## src/design/usmm_pkg.sv

```systemverilog
package usmm_pkg;

   localparam int DEPTH_DEFAULT      = 16;
   localparam int VALUE_BITS_DEFAULT = 16;

   localparam int REQ_TYPE_BITS = 2;
   localparam int ITEM_BITS     = 16;
   localparam int INDEX_BITS    = 4;
   localparam int STATUS_BITS   = 3;
   localparam int POS_BITS      = 4;
   localparam int COUNT_BITS    = 5;

   typedef logic [REQ_TYPE_BITS-1:0] req_kind_type;
   typedef logic [STATUS_BITS-1:0]   status_type;

   // request kinds
   localparam req_kind_type REQ_INSERT = 2'd0;
   localparam req_kind_type REQ_FIND   = 2'd1;
   localparam req_kind_type REQ_READ   = 2'd2;

   // result status codes
   localparam status_type ST_OK        = 3'd0;
   localparam status_type ST_DUPLICATE = 3'd1;
   localparam status_type ST_NOT_FOUND = 3'd2;
   localparam status_type ST_OUT_OF_BOUNDS = 3'd3;
   localparam status_type ST_FULL      = 3'd4;

endpackage

```

## src/design/usmm_req_if.sv

```systemverilog
interface usmm_req_if;
   import usmm_pkg::*;

   logic                     valid;
   logic                     ready;
   logic [REQ_TYPE_BITS-1:0] req_type;
   logic [ITEM_BITS-1:0]     item_value;
   logic [INDEX_BITS-1:0]    entry_index;

   modport source (output valid, req_type, item_value, entry_index, input ready);
   modport sink   (input valid, req_type, item_value, entry_index, output ready);
endinterface

```

## src/design/usmm_rsp_if.sv

```systemverilog
interface usmm_rsp_if;
   import usmm_pkg::*;

   logic                   valid;
   logic                   ready;
   logic [STATUS_BITS-1:0] status;
   logic [POS_BITS-1:0]    position;
   logic [ITEM_BITS-1:0]   read_value;
   logic [ITEM_BITS-1:0]   min_value;
   logic [ITEM_BITS-1:0]   max_value;
   logic [COUNT_BITS-1:0]  entry_count;
   logic [COUNT_BITS-1:0]  capacity;
   logic                   is_empty;

   modport source (output valid, status, position, read_value, min_value, max_value,
                   entry_count, capacity, is_empty, input ready);
   modport sink   (input valid, status, position, read_value, min_value, max_value,
                   entry_count, capacity, is_empty, output ready);
endinterface

```

## src/design/unique_set_min_max_tracker.sv

```systemverilog
// Flow: insert and find scan the store from slot zero until a hit or the last entry
//    (one to entry_count entries, at least one); a read waits for its RAM word; an
//    out-of-range read or an unused kind goes straight to the result stage.
// Throughput: one item at a time; the scan reads one entry per cycle from the store RAM.
// Reset: synchronous, active high; clears count, capacity, min, max and the result
//    valid; the store RAM is not cleared, only entries below the count are used.
module unique_set_min_max_tracker #(
   parameter int DEPTH      = usmm_pkg::DEPTH_DEFAULT,
   parameter int VALUE_BITS = usmm_pkg::VALUE_BITS_DEFAULT
) (
   input  logic       clock,
   input  logic       reset,
   usmm_req_if.sink   req_chan,
   usmm_rsp_if.source rsp_chan
);
   import usmm_pkg::*;

   localparam int AddrW = $clog2(DEPTH);
   localparam int CntW  = $clog2(DEPTH + 1);
   localparam int CapW  = AddrW + 1;

   // sequencer states
   localparam logic [1:0] S_IDLE   = 2'd0;
   localparam logic [1:0] S_SCAN   = 2'd1;
   localparam logic [1:0] S_RDWAIT = 2'd2;
   localparam logic [1:0] S_OUT    = 2'd3;

   // control state
   logic [1:0]            state_ff, state_in;
   logic [CntW-1:0]       count_ff, count_in;
   logic [CapW-1:0]       cap_ff, cap_in;
   logic [VALUE_BITS-1:0] min_ff, min_in;
   logic [VALUE_BITS-1:0] max_ff, max_in;
   logic                  rsp_valid_ff, rsp_valid_in;

   // item under work
   req_kind_type          kind_ff, kind_in;
   logic [VALUE_BITS-1:0] value_ff, value_in;
   logic [AddrW-1:0]      ptr_ff, ptr_in;
   status_type            res_status_ff, res_status_in;
   logic [AddrW-1:0]      res_pos_ff, res_pos_in;
   logic [VALUE_BITS-1:0] res_read_ff, res_read_in;

   // result register
   status_type              rsp_status_ff, rsp_status_in;
   logic [POS_BITS-1:0]     rsp_pos_ff, rsp_pos_in;
   logic [ITEM_BITS-1:0]    rsp_read_ff, rsp_read_in;
   logic [ITEM_BITS-1:0]    rsp_min_ff, rsp_min_in;
   logic [ITEM_BITS-1:0]    rsp_max_ff, rsp_max_in;
   logic [COUNT_BITS-1:0]   rsp_count_ff, rsp_count_in;
   logic [COUNT_BITS-1:0]   rsp_cap_ff, rsp_cap_in;
   logic                    rsp_empty_ff, rsp_empty_in;

   // store RAM
   logic                  ram_wr_en;
   logic [AddrW-1:0]      ram_wr_addr;
   logic [VALUE_BITS-1:0] ram_wr_data;
   logic                  ram_rd_en;
   logic [AddrW-1:0]      ram_rd_addr;
   logic [VALUE_BITS-1:0] ram_rd_data;

   logic                  scan_hit;
   logic                  scan_last;
   logic [CntW-1:0]       count_inc;
   logic                  store_empty;

   usmm_ram #(
      .WIDTH (VALUE_BITS),
      .DEPTH (DEPTH)
   ) u_store (
      .clock   (clock),
      .wr_en   (ram_wr_en),
      .wr_addr (ram_wr_addr),
      .wr_data (ram_wr_data),
      .rd_en   (ram_rd_en),
      .rd_addr (ram_rd_addr),
      .rd_data (ram_rd_data)
   );

   // The RAM word in front of us belongs to ptr_ff; only slots below the count count as hits.
   assign scan_hit    = (ram_rd_data == value_ff) && (CntW'(ptr_ff) < count_ff);
   assign scan_last   = (CntW'(ptr_ff) + CntW'(1)) >= count_ff;
   assign count_inc   = count_ff + CntW'(1);
   assign store_empty = (count_ff == '0);

   assign req_chan.ready = (state_ff == S_IDLE);

   always_comb begin
      state_in      = state_ff;
      count_in      = count_ff;
      cap_in        = cap_ff;
      min_in        = min_ff;
      max_in        = max_ff;
      kind_in       = kind_ff;
      value_in      = value_ff;
      ptr_in        = ptr_ff;
      res_status_in = res_status_ff;
      res_pos_in    = res_pos_ff;
      res_read_in   = res_read_ff;

      // drop the result once the sink takes it
      rsp_valid_in  = rsp_valid_ff && !rsp_chan.ready;
      rsp_status_in = rsp_status_ff;
      rsp_pos_in    = rsp_pos_ff;
      rsp_read_in   = rsp_read_ff;
      rsp_min_in    = rsp_min_ff;
      rsp_max_in    = rsp_max_ff;
      rsp_count_in  = rsp_count_ff;
      rsp_cap_in    = rsp_cap_ff;
      rsp_empty_in  = rsp_empty_ff;

      ram_wr_en   = 1'b0;
      ram_wr_addr = AddrW'(count_ff);
      ram_wr_data = value_ff;
      ram_rd_en   = 1'b0;
      ram_rd_addr = ptr_ff + AddrW'(1);

      unique case (state_ff)
         S_IDLE: begin
            if (req_chan.valid) begin
               kind_in       = req_chan.req_type;
               value_in      = VALUE_BITS'(req_chan.item_value);
               ptr_in        = '0;
               res_status_in = ST_OK;
               res_pos_in    = '0;
               res_read_in   = '0;
               unique case (req_chan.req_type)
                  REQ_INSERT, REQ_FIND: begin
                     // start the scan at slot zero
                     ram_rd_en   = 1'b1;
                     ram_rd_addr = '0;
                     state_in    = S_SCAN;
                  end
                  REQ_READ: begin
                     if (32'(req_chan.entry_index) < 32'(count_ff)) begin
                        ram_rd_en   = 1'b1;
                        ram_rd_addr = AddrW'(req_chan.entry_index);
                        state_in    = S_RDWAIT;
                     end else begin
                        res_status_in = ST_OUT_OF_BOUNDS;
                        state_in      = S_OUT;
                     end
                  end
                  default: begin
                     // unused kind: plain ok, no state change
                     state_in = S_OUT;
                  end
               endcase
            end
         end

         S_SCAN: begin
            priority if (scan_hit) begin
               if (kind_ff == REQ_INSERT) begin
                  res_status_in = ST_DUPLICATE;
               end else begin
                  res_pos_in = ptr_ff;
               end
               state_in = S_OUT;
            end else if (scan_last) begin
               if (kind_ff == REQ_FIND) begin
                  res_status_in = ST_NOT_FOUND;
               end else if (count_ff == CntW'(DEPTH)) begin
                  res_status_in = ST_FULL;
               end else begin
                  // append at the tail and fold into min, max and capacity
                  ram_wr_en = 1'b1;
                  count_in  = count_inc;
                  if (store_empty) begin
                     min_in = value_ff;
                     max_in = value_ff;
                  end else begin
                     if (value_ff < min_ff) begin
                        min_in = value_ff;
                     end
                     if (value_ff > max_ff) begin
                        max_in = value_ff;
                     end
                  end
                  if (CapW'(count_inc) > cap_ff) begin
                     cap_in = store_empty ? CapW'(1) : (cap_ff << 1);
                  end
               end
               state_in = S_OUT;
            end else begin
               // advance to the next slot; its word arrives next cycle
               ptr_in    = ptr_ff + AddrW'(1);
               ram_rd_en = 1'b1;
            end
         end

         S_RDWAIT: begin
            res_read_in = ram_rd_data;
            state_in    = S_OUT;
         end

         S_OUT: begin
            // hold until the result register is free or being emptied
            if (!rsp_valid_ff || rsp_chan.ready) begin
               rsp_valid_in  = 1'b1;
               rsp_status_in = res_status_ff;
               rsp_pos_in    = POS_BITS'(res_pos_ff);
               rsp_read_in   = ITEM_BITS'(res_read_ff);
               rsp_min_in    = store_empty ? '0 : ITEM_BITS'(min_ff);
               rsp_max_in    = store_empty ? '0 : ITEM_BITS'(max_ff);
               rsp_count_in  = COUNT_BITS'(count_ff);
               rsp_cap_in    = COUNT_BITS'(cap_ff);
               rsp_empty_in  = store_empty;
               state_in      = S_IDLE;
            end
         end

         default: begin
            state_in = S_IDLE;
         end
      endcase
   end

   always_ff @(posedge clock) begin
      if (reset) begin
         state_ff     <= S_IDLE;
         count_ff     <= '0;
         cap_ff       <= '0;
         min_ff       <= '0;
         max_ff       <= '0;
         rsp_valid_ff <= 1'b0;
      end else begin
         state_ff     <= state_in;
         count_ff     <= count_in;
         cap_ff       <= cap_in;
         min_ff       <= min_in;
         max_ff       <= max_in;
         rsp_valid_ff <= rsp_valid_in;
      end
   end

   always_ff @(posedge clock) begin
      kind_ff       <= kind_in;
      value_ff      <= value_in;
      ptr_ff        <= ptr_in;
      res_status_ff <= res_status_in;
      res_pos_ff    <= res_pos_in;
      res_read_ff   <= res_read_in;
      rsp_status_ff <= rsp_status_in;
      rsp_pos_ff    <= rsp_pos_in;
      rsp_read_ff   <= rsp_read_in;
      rsp_min_ff    <= rsp_min_in;
      rsp_max_ff    <= rsp_max_in;
      rsp_count_ff  <= rsp_count_in;
      rsp_cap_ff    <= rsp_cap_in;
      rsp_empty_ff  <= rsp_empty_in;
   end

   assign rsp_chan.valid       = rsp_valid_ff;
   assign rsp_chan.status      = rsp_status_ff;
   assign rsp_chan.position    = rsp_pos_ff;
   assign rsp_chan.read_value  = rsp_read_ff;
   assign rsp_chan.min_value   = rsp_min_ff;
   assign rsp_chan.max_value   = rsp_max_ff;
   assign rsp_chan.entry_count = rsp_count_ff;
   assign rsp_chan.capacity    = rsp_cap_ff;
   assign rsp_chan.is_empty    = rsp_empty_ff;
endmodule

```

## src/design/usmm_ram.sv

```systemverilog
module usmm_ram #(
   parameter int WIDTH = 16,
   parameter int DEPTH = 16
) (
   input  logic                     clock,
   input  logic                     wr_en,
   input  logic [$clog2(DEPTH)-1:0] wr_addr,
   input  logic [WIDTH-1:0]         wr_data,
   input  logic                     rd_en,
   input  logic [$clog2(DEPTH)-1:0] rd_addr,
   output logic [WIDTH-1:0]         rd_data
);
   logic [WIDTH-1:0] mem [DEPTH];
   logic [WIDTH-1:0] rd_data_ff;

   always_ff @(posedge clock) begin
      if (wr_en) begin
         mem[wr_addr] <= wr_data;
      end
      if (rd_en) begin
         rd_data_ff <= mem[rd_addr];
      end
   end

   assign rd_data = rd_data_ff;
endmodule

```

## src/flat_wrapper.sv

```systemverilog
// flat-port wrapper written by rule: the top's interface ports become plain ports
module unique_set_min_max_tracker_flat import usmm_pkg::*;
#(
   parameter int DEPTH      = usmm_pkg::DEPTH_DEFAULT,
   parameter int VALUE_BITS = usmm_pkg::VALUE_BITS_DEFAULT
)
  (clock, reset, req_chan_valid, req_chan_req_type, req_chan_item_value, req_chan_entry_index, req_chan_ready, rsp_chan_valid, rsp_chan_status, rsp_chan_position, rsp_chan_read_value, rsp_chan_min_value, rsp_chan_max_value, rsp_chan_entry_count, rsp_chan_capacity, rsp_chan_is_empty, rsp_chan_ready);
  usmm_req_if req_chan_i ();
  usmm_rsp_if rsp_chan_i ();
  input  logic clock;
  input  logic reset;
  input wire logic [$bits(req_chan_i.valid)-1:0] req_chan_valid;
  input wire logic [$bits(req_chan_i.req_type)-1:0] req_chan_req_type;
  input wire logic [$bits(req_chan_i.item_value)-1:0] req_chan_item_value;
  input wire logic [$bits(req_chan_i.entry_index)-1:0] req_chan_entry_index;
  output wire logic [$bits(req_chan_i.ready)-1:0] req_chan_ready;
  output wire logic [$bits(rsp_chan_i.valid)-1:0] rsp_chan_valid;
  output wire logic [$bits(rsp_chan_i.status)-1:0] rsp_chan_status;
  output wire logic [$bits(rsp_chan_i.position)-1:0] rsp_chan_position;
  output wire logic [$bits(rsp_chan_i.read_value)-1:0] rsp_chan_read_value;
  output wire logic [$bits(rsp_chan_i.min_value)-1:0] rsp_chan_min_value;
  output wire logic [$bits(rsp_chan_i.max_value)-1:0] rsp_chan_max_value;
  output wire logic [$bits(rsp_chan_i.entry_count)-1:0] rsp_chan_entry_count;
  output wire logic [$bits(rsp_chan_i.capacity)-1:0] rsp_chan_capacity;
  output wire logic [$bits(rsp_chan_i.is_empty)-1:0] rsp_chan_is_empty;
  input wire logic [$bits(rsp_chan_i.ready)-1:0] rsp_chan_ready;
  assign req_chan_i.valid = req_chan_valid;
  assign req_chan_i.req_type = req_chan_req_type;
  assign req_chan_i.item_value = req_chan_item_value;
  assign req_chan_i.entry_index = req_chan_entry_index;
  assign req_chan_ready = req_chan_i.ready;
  assign rsp_chan_valid = rsp_chan_i.valid;
  assign rsp_chan_status = rsp_chan_i.status;
  assign rsp_chan_position = rsp_chan_i.position;
  assign rsp_chan_read_value = rsp_chan_i.read_value;
  assign rsp_chan_min_value = rsp_chan_i.min_value;
  assign rsp_chan_max_value = rsp_chan_i.max_value;
  assign rsp_chan_entry_count = rsp_chan_i.entry_count;
  assign rsp_chan_capacity = rsp_chan_i.capacity;
  assign rsp_chan_is_empty = rsp_chan_i.is_empty;
  assign rsp_chan_i.ready = rsp_chan_ready;
  unique_set_min_max_tracker #(.DEPTH(DEPTH), .VALUE_BITS(VALUE_BITS)) u_core (.clock(clock), .reset(reset), .req_chan(req_chan_i), .rsp_chan(rsp_chan_i));
endmodule
```

## config.mk

```make
export PLATFORM = sky130hd
export DESIGN_NAME = unique_set_min_max_tracker_flat
export DESIGN_NICKNAME = d
export VERILOG_FILES = /design/src/design/usmm_pkg.sv /design/src/design/usmm_req_if.sv /design/src/design/usmm_rsp_if.sv /design/src/design/unique_set_min_max_tracker.sv /design/src/design/usmm_ram.sv /design/src/flat_wrapper.sv
export SDC_FILE = /design/constraint.sdc
export NUM_CORES = 1
export LEC_CHECK = 0
export ABC_AREA = 1
export BUFFER_PORTS_ARGS = -buffer_cell sky130_fd_sc_hd__buf_2
export CORE_MARGIN = 3
export CORE_UTILIZATION = 40
export DETAILED_ROUTE_END_ITERATION = 10
export GPL_TIMING_DRIVEN = 0
export SYNTH_ARGS = -nofsm -noshare
export SYNTH_HDL_FRONTEND = slang
export SYNTH_HIERARCHICAL = 1
export SYNTH_SLANG_ARGS = --single-unit
```

## constraint.sdc

```tcl
create_clock -name clock -period 6.1 [get_ports clock]
set_clock_uncertainty 0.2 [all_clocks]
set_input_delay 1.83 -clock clock [delete_from_list [all_inputs] [get_ports clock]]
set_output_delay 1.83 -clock clock [all_outputs]
set_load 0.02 [all_outputs]
```

# Word level (Yosys, flattened, before mapping)
# Memories as Yosys holds them, arrays and structs flattened. A register that Yosys moved wholly into a read port is not among the register bits.
# Cells that the tools add are included.
[word_totals]
regBits = 156
mem_bits_rw = 256
inputBits = 26
out_inout_bits = 68
word_cells = 124
memories = 1
[op_classes]
n_addsub = 3
n_lt_le_gt_ge = 6
n_eq_ne = 17
mux = 49
bitwise = 3
n_reduce_logical = 25
[memory_table]
columns = ["name", "words", "width", "read_ports", "rd_ports_with_merged_regs", "wr", "line", "text"]
rows = [
  ["u_core.u_store.mem", 16, 16, 1, 1, 1, "usmm_ram.sv:13", "logic [WIDTH-1:0] mem [DEPTH];"],
]
[ops]
columns = ["op", "n"]
rows = [
  ["$mux W16", 5],
  ["$mux W4", 8],
  ["$pmux W16 S2", 1],
  ["$pmux W4 S2", 3],
  ["$mux W3", 7],
  ["$reduce_and A6 Y1", 3],
  ["$eq A16 B16 Y1", 1],
  ["$gt A16 B16 Y1", 1],
  ["$lt A16 B16 Y1", 1],
  ["$mux W1", 14],
  ["$lt A4 B5 Y1", 2],
  ["$mux W2", 5],
  ["$reduce_and A5 Y1", 2],
  ["$ne A2 B2 Y1 const B", 4],
  ["$pmux W2 S4", 1],
  ["$reduce_and A4 Y1", 2],
  ["$reduce_bool A2 Y1", 4],
  ["$eq A2 B1 Y1 const B", 3],
  ["$eq A2 B2 Y1 const B", 3],
  ["$logic_not A2 Y1", 3],
  ["$pmux W3 S2", 1],
  ["$reduce_and A2 Y1", 3],
  ["$add A4 B1 Y5 const B", 1],
  ["$add A5 B1 Y5 const B", 1],
  ["18 further kinds", 24],
]

# Logic depth before layout (Yosys ltp)
[logic_depth]
word_depth = 8
mapped_depth = 17
mapped_depth_nobuf = 16

# Hierarchy
# The synthesis kept the hierarchy.
[modules_own_cells]
columns = ["mod", "instances", "cells_per_inst", "area_per_inst_um2", "seq_area_each_um2"]
rows = [
  ["usmm_ram", 1, 1074, 11541.1, 8167.8],
  ["unique_set_min_max_tracker", 1, 838, 7632.3, 4234.1],
]

# Least setup slack after synthesis
# No wires, ideal clock.
[synth_path]
kind = "input port to flip-flop"
from = "input rsp_chan_ready"
to = "register u_core.rsp_cap_ff[0] (netlist: u_core/rsp_chan.capacity[0]), enable pin"
setup_time_ns = 0.512
arrival_ns = 5.057
required_ns = 5.388
slack_ns = 0.331
path_stages = 2
n_path_buf = 0
path_cell_list = "inv_1 > a21oi_1"
[synth_via]
elab_chain_cells = 2
[synth_lines]
columns = ["item", "line", "text"]
rows = [
  ["from (decl)", "flat_wrapper.sv:26", "input wire logic [$bits(rsp_chan_i.ready)-1:0] rsp_chan_ready;"],
  ["$logic_or A1 B1 Y1", "unique_set_min_max_tracker.sv:199", "if (!rsp_valid_ff || rsp_chan.ready) begin"],
  ["$reduce_and A2 Y1 (no source line)", "-", ""],
  ["to (signal assigned)", "unique_set_min_max_tracker.sv:250", "rsp_cap_ff <= rsp_cap_in;"],
  ["to (decl)", "unique_set_min_max_tracker.sv:51", "logic [COUNT_BITS-1:0] rsp_cap_ff, rsp_cap_in;"],
]
# No other way between the ends.
# A chain may end at the register's enable or synchronous reset.

# Final worst setup path
[layout_path]
from = "input req_chan_valid"
to = "register u_core.u_store.rd_data_ff[9] (netlist: u_core/u_store/rd_data[9]) (read register of u_core.u_store.mem) (data pin)"
[layout_via]
elab_chain_cells = 2
elab_cells_between_ends = 4
classes_between = "mux (4)"
[layout_lines]
columns = ["item", "line", "text"]
rows = [
  ["from (decl)", "flat_wrapper.sv:12", "input wire logic [$bits(req_chan_i.valid)-1:0] req_chan_valid;"],
  ["$mux W4", "unique_set_min_max_tracker.sv:120", "if (req_chan.valid) begin"],
  ["$mux W4", "unique_set_min_max_tracker.sv:118", "unique case (state_ff)"],
  ["named net u_core.ram_rd_addr[1]", "unique_set_min_max_tracker.sv:59", "logic [AddrW-1:0] ram_rd_addr;"],
  ["to (decl)", "usmm_ram.sv:14", "logic [WIDTH-1:0] rd_data_ff;"],
]
# The timed path passes the listed nets, and every way through them passes these cells.

==> summary.md <==
| Metric | Value |
|---|---|
| # nets final | `~2100` |
| First-pass iteration count of the detailed router | `6` |
| Post-synth EDFFs | `~380` |
| Clock latency on the worst-skew pair | `between 500 and 600 ps` |
| Synth Instances | `~1900` |
| Final Power | `12.0 mW` |
| Layout cells sized above 1 | `12.3%` |
| Row cnt | `79` |
| DR DRC count | `0` |
| Avg Inst Size Synth | `approximately 10 um^2` |
| Drt via density | `roughly 5.0` |
| Port Buffer Count | `93` |
| R2R Path End | `u_core/u_store/rd_data[9]$_DFFE_PP_` |
| Clock share of power | `a little over a fifth` |
| I/O Pins | `94` |
| Slew @ Worst Pin | `1400 ps` |
| Vias | `13500` |
| DP HPWL | `approximately 35000 um` |
| Fill count | `about 4300` |
| Largest net degree at the start of global routing | `32` |
| Mapped Area | `19200 um^2` |
| Routed WL | `around 51000 um` |
| Worst-path clk slew | `around 60 ps` |
| Commonest register cell after synthesis | `edfxtp_1` |
| Seq/Total Area, Yosys | `64.7%` |
| Switching Fraction | `43.0%` |
| Most used cell, CP | `nand2_1` |
| Post-CTS Setup Repair Bufs | `0` |
| Die Width | `between 200 and 250 um` |
| Min-delay worst type | `flip-flop to flip-flop` |
| Global route total overflow | `0` |
| Pwr Density | `around 540 nW/um^2` |
| Core area | `between 40000 and 50000 um^2` |
| First-pass GRT wire length | `76600 um` |
| CP required | `around 6300 ps` |
| CTS Root Cell | `clkbuf_16` |
| Worst R2R Path Depth | `16` |
| CP startpoint | `req_chan_valid` |
| Final Setup Violations | `0` |
| Worst Path Max Fanout | `20` |
| Hold_ws | `around 220 ps` |
| Max cap viols | `0` |
| DIE AREA | `roughly 50000 um^2` |
| CP max stage delay | `600 ps` |
| Synthesized flop and latch total | `approximately 430` |
| Post-CTS resize count | `0` |
| Most frequent cells in the layout | `549 x nand2_1, 383 x edfxtp_1, 353 x inv_1` |
| Pleak | `between 9 and 10 nW` |
| Critical path class | `input pin to flip-flop` |
| Starting Density | `40.8%` |
| Antenna Nets Post-Route | `0` |
| Slowest CP cell | `inv_1` |
| Final Max Slew Viols | `0` |
| Hold Crit Depth | `0` |
| Die Y | `between 200 and 250 um` |
| Worst r2r src | `u_core/count_ff[2]$_SDFFE_PP0P_` |
| RSZ-0062 raised after global routing | `no` |
| Total GRT Usage | `about a fifth` |
| Number of global-route vias before repair | `about 13000` |
| CTS tree | `built` |
| Area Growth Syn to Fin | `15.0%` |
| Synth Net Count | `approximately 2000` |
| Fin crit share | `80.7%` |
| FMAX | `around 200 MHz` |
| P_sw | `5.16 mW` |
| Logic pwr share | `between 40 and 50%` |
| CP Capture Type | `flip-flop` |
| Critical Path AT | `approximately 5200 ps` |
| Setup ws final | `around 1200 ps` |
| Asr flop ratio synth | `0%` |
| Peak supply drop | `roughly 0.00036 V` |
| Startpoint type of the worst setup path | `input pin` |
| Worst path cell trace | `buf_2 -> nand2_1 -> inv_1 -> nand2_1 -> a21oi_1 -> inv_1 -> nand2_1 -> o21ai_0 -> inv_2 -> clkbuf_1 -> nand3_1 -> nand3_1 -> nand3_1 -> nand2_1` |
| Layout Cells excl Fill | `2712` |
| CTS Buf Count | `45` |
| Pre-CTS WS | `between 700 and 800 ps` |
| Final Hold Viols | `0` |
| Tmin final | `4920 ps` |
| CTS H-tree lvls | `2` |
| Placed Cells | `roughly 2600` |
| Initial antenna violation count | `2` |
| Hold EP | `u_core/rsp_chan.read_value[3]$_DFFE_PP_` |
| Starting DRT DRC Count | `~1200` |
| Synth warn | `6` |
| Routability cong. | `~0.9` |
| Internal power | `6.86 mW` |
| Setup slack, reg-to-reg | `approximately 1700 ps` |
| Most common cell after layout, fill and taps aside | `nand2_1` |
| CTS max path bufs | `3` |
| Min-Delay Startpoint | `u_core/res_read_ff[3]$_SDFFCE_PN0P_` |
| Sequential Power Share | `between 30 and 40%` |
| Netlist cell types | `33` |
| Rel. slew slack | `between 6 and 7%` |
| Hold buffer count at CTS | `0` |
| # clock sinks | `approximately 430` |
| Outcome | `complete, no violations` |
| Routed len/inst | `about 19 um` |
-- cells in the mapped netlist (4+ instances only) --
library cell	n	area (um^2)
clkbuf_1	16	60.1
buf_6	10	113
inv_1	353	1330
nand4_1	4	25.0
o21ai_0	11	55.1
nand2_1	549	2060
nor2_1	98	368
xor2_1	6	52.6
o21ai_1	7	35.0
edfxtp_1	383	11500
buf_4	18	135
buf_2	29	145
ha_1	55	688
inv_2	5	18.8
dfxtp_1	45	901
o22ai_1	5	31.3
nand3_1	235	1180
a21oi_1	60	300
-- worst max path at each step --
stage                                              endpoint  slack, ps  depth (start not counted)
floorplan             u_core/rsp_chan.capacity[0]$_DFFE_PP_        330                          2
global placement    u_core/rsp_chan.read_value[9]$_DFFE_PP_      -1100                          3
detailed placement      u_core/u_store/rd_data[9]$_DFFE_PP_        700                         14
CTS                     u_core/u_store/rd_data[9]$_DFFE_PP_       1300                         14
global route            u_core/u_store/rd_data[9]$_DFFE_PP_        970                         14
finish                  u_core/u_store/rd_data[9]$_DFFE_PP_       1180                         14
-- stage by stage --
stage / instance area, um^2 / setup TNS, ps / utilization (%)
after global placement: 20400 / -71850 / 43.4
final: 22100 / 0 / 47.0
after CTS: 22100 / 0 / 47.0
after detailed placement: 20700 / 0 / 44.1
after global routing: 22100 / 0 / 47.0
after floorplan: 19200 / 0 / -
-- kinds of logic (layout without fill, tap and decap cells) --
kind of cell,Yosys count,after routing,share of synthesized area (%)
AO/OA/AOI/OAI,88,88,2.41
XOR/XNOR,6,6,0.274
other,0,2,0
AND/OR/NAND/NOR,901,901,19.6
adder cells (fa/ha/maj),55,55,3.59
buffers and inverters,434,625,9.43
flip-flops,428,428,64.7
-- worst max-delay path: cells and delay by family --
family / cells / cell delay (ps)
simple gates: 7 / 1100
buf+inv: 5 / 1680
compound gates: 2 / 530
-- flip-flops by register name (all words and copies together), names as in the netlist, 3 cells and up --
signal	cells
u_core/u_store/mem	256
u_core/max_ff	16
u_core/min_ff	16
u_core/ram_wr_data	16
u_core/res_read_ff	16
u_core/rsp_chan.max_value	16
u_core/rsp_chan.min_value	16
u_core/rsp_chan.read_value	16
u_core/u_store/rd_data	16
u_core/cap_ff	5
u_core/count_ff	5
u_core/rsp_chan.capacity	5
u_core/rsp_chan.entry_count	5
u_core/ptr_ff	4
u_core/res_pos_ff	4
u_core/rsp_chan.position	4
u_core/res_status_ff	3
u_core/rsp_chan.status	3
-- cell type report --
class	instances	area [um^2]	area share, %
diodes	2	5.00	0.0227
plain buffers	74	457	2.07
clock buffers	57	1210	5.50
clock inverters	26	151	0.686
inverters	360	1350	6.13
multi-input cells	1050	5010	22.7
flip-flops and latches	428	12400	56.2
well taps	607	759	3.44
repair buffers	108	704	3.19
-- power by group through the flow --
stage / registers (mW) / logic [mW] / clock network [mW]
2_1_floorplan: 4.26 / 3.24 / 0
3_3_place_gp: 4.44 / 4.86 / 0
3_5_place_dp: 4.44 / 4.97 / 0
4_1_cts: 4.38 / 5.00 / 2.63
5_1_grt: 4.43 / 5.56 / 2.74
6_report: 4.38 / 5.07 / 2.57
-- routing by layer --
layer,global-route usage [%],vias up,wire (um)
li1,-,6473,-
met1,28.6,6423,22700
met2,31.0,521,22500
met3,3.89,89,4070
met4,7.50,0,1720
met5,0,-,0
(Power assumes the default switching activity.)
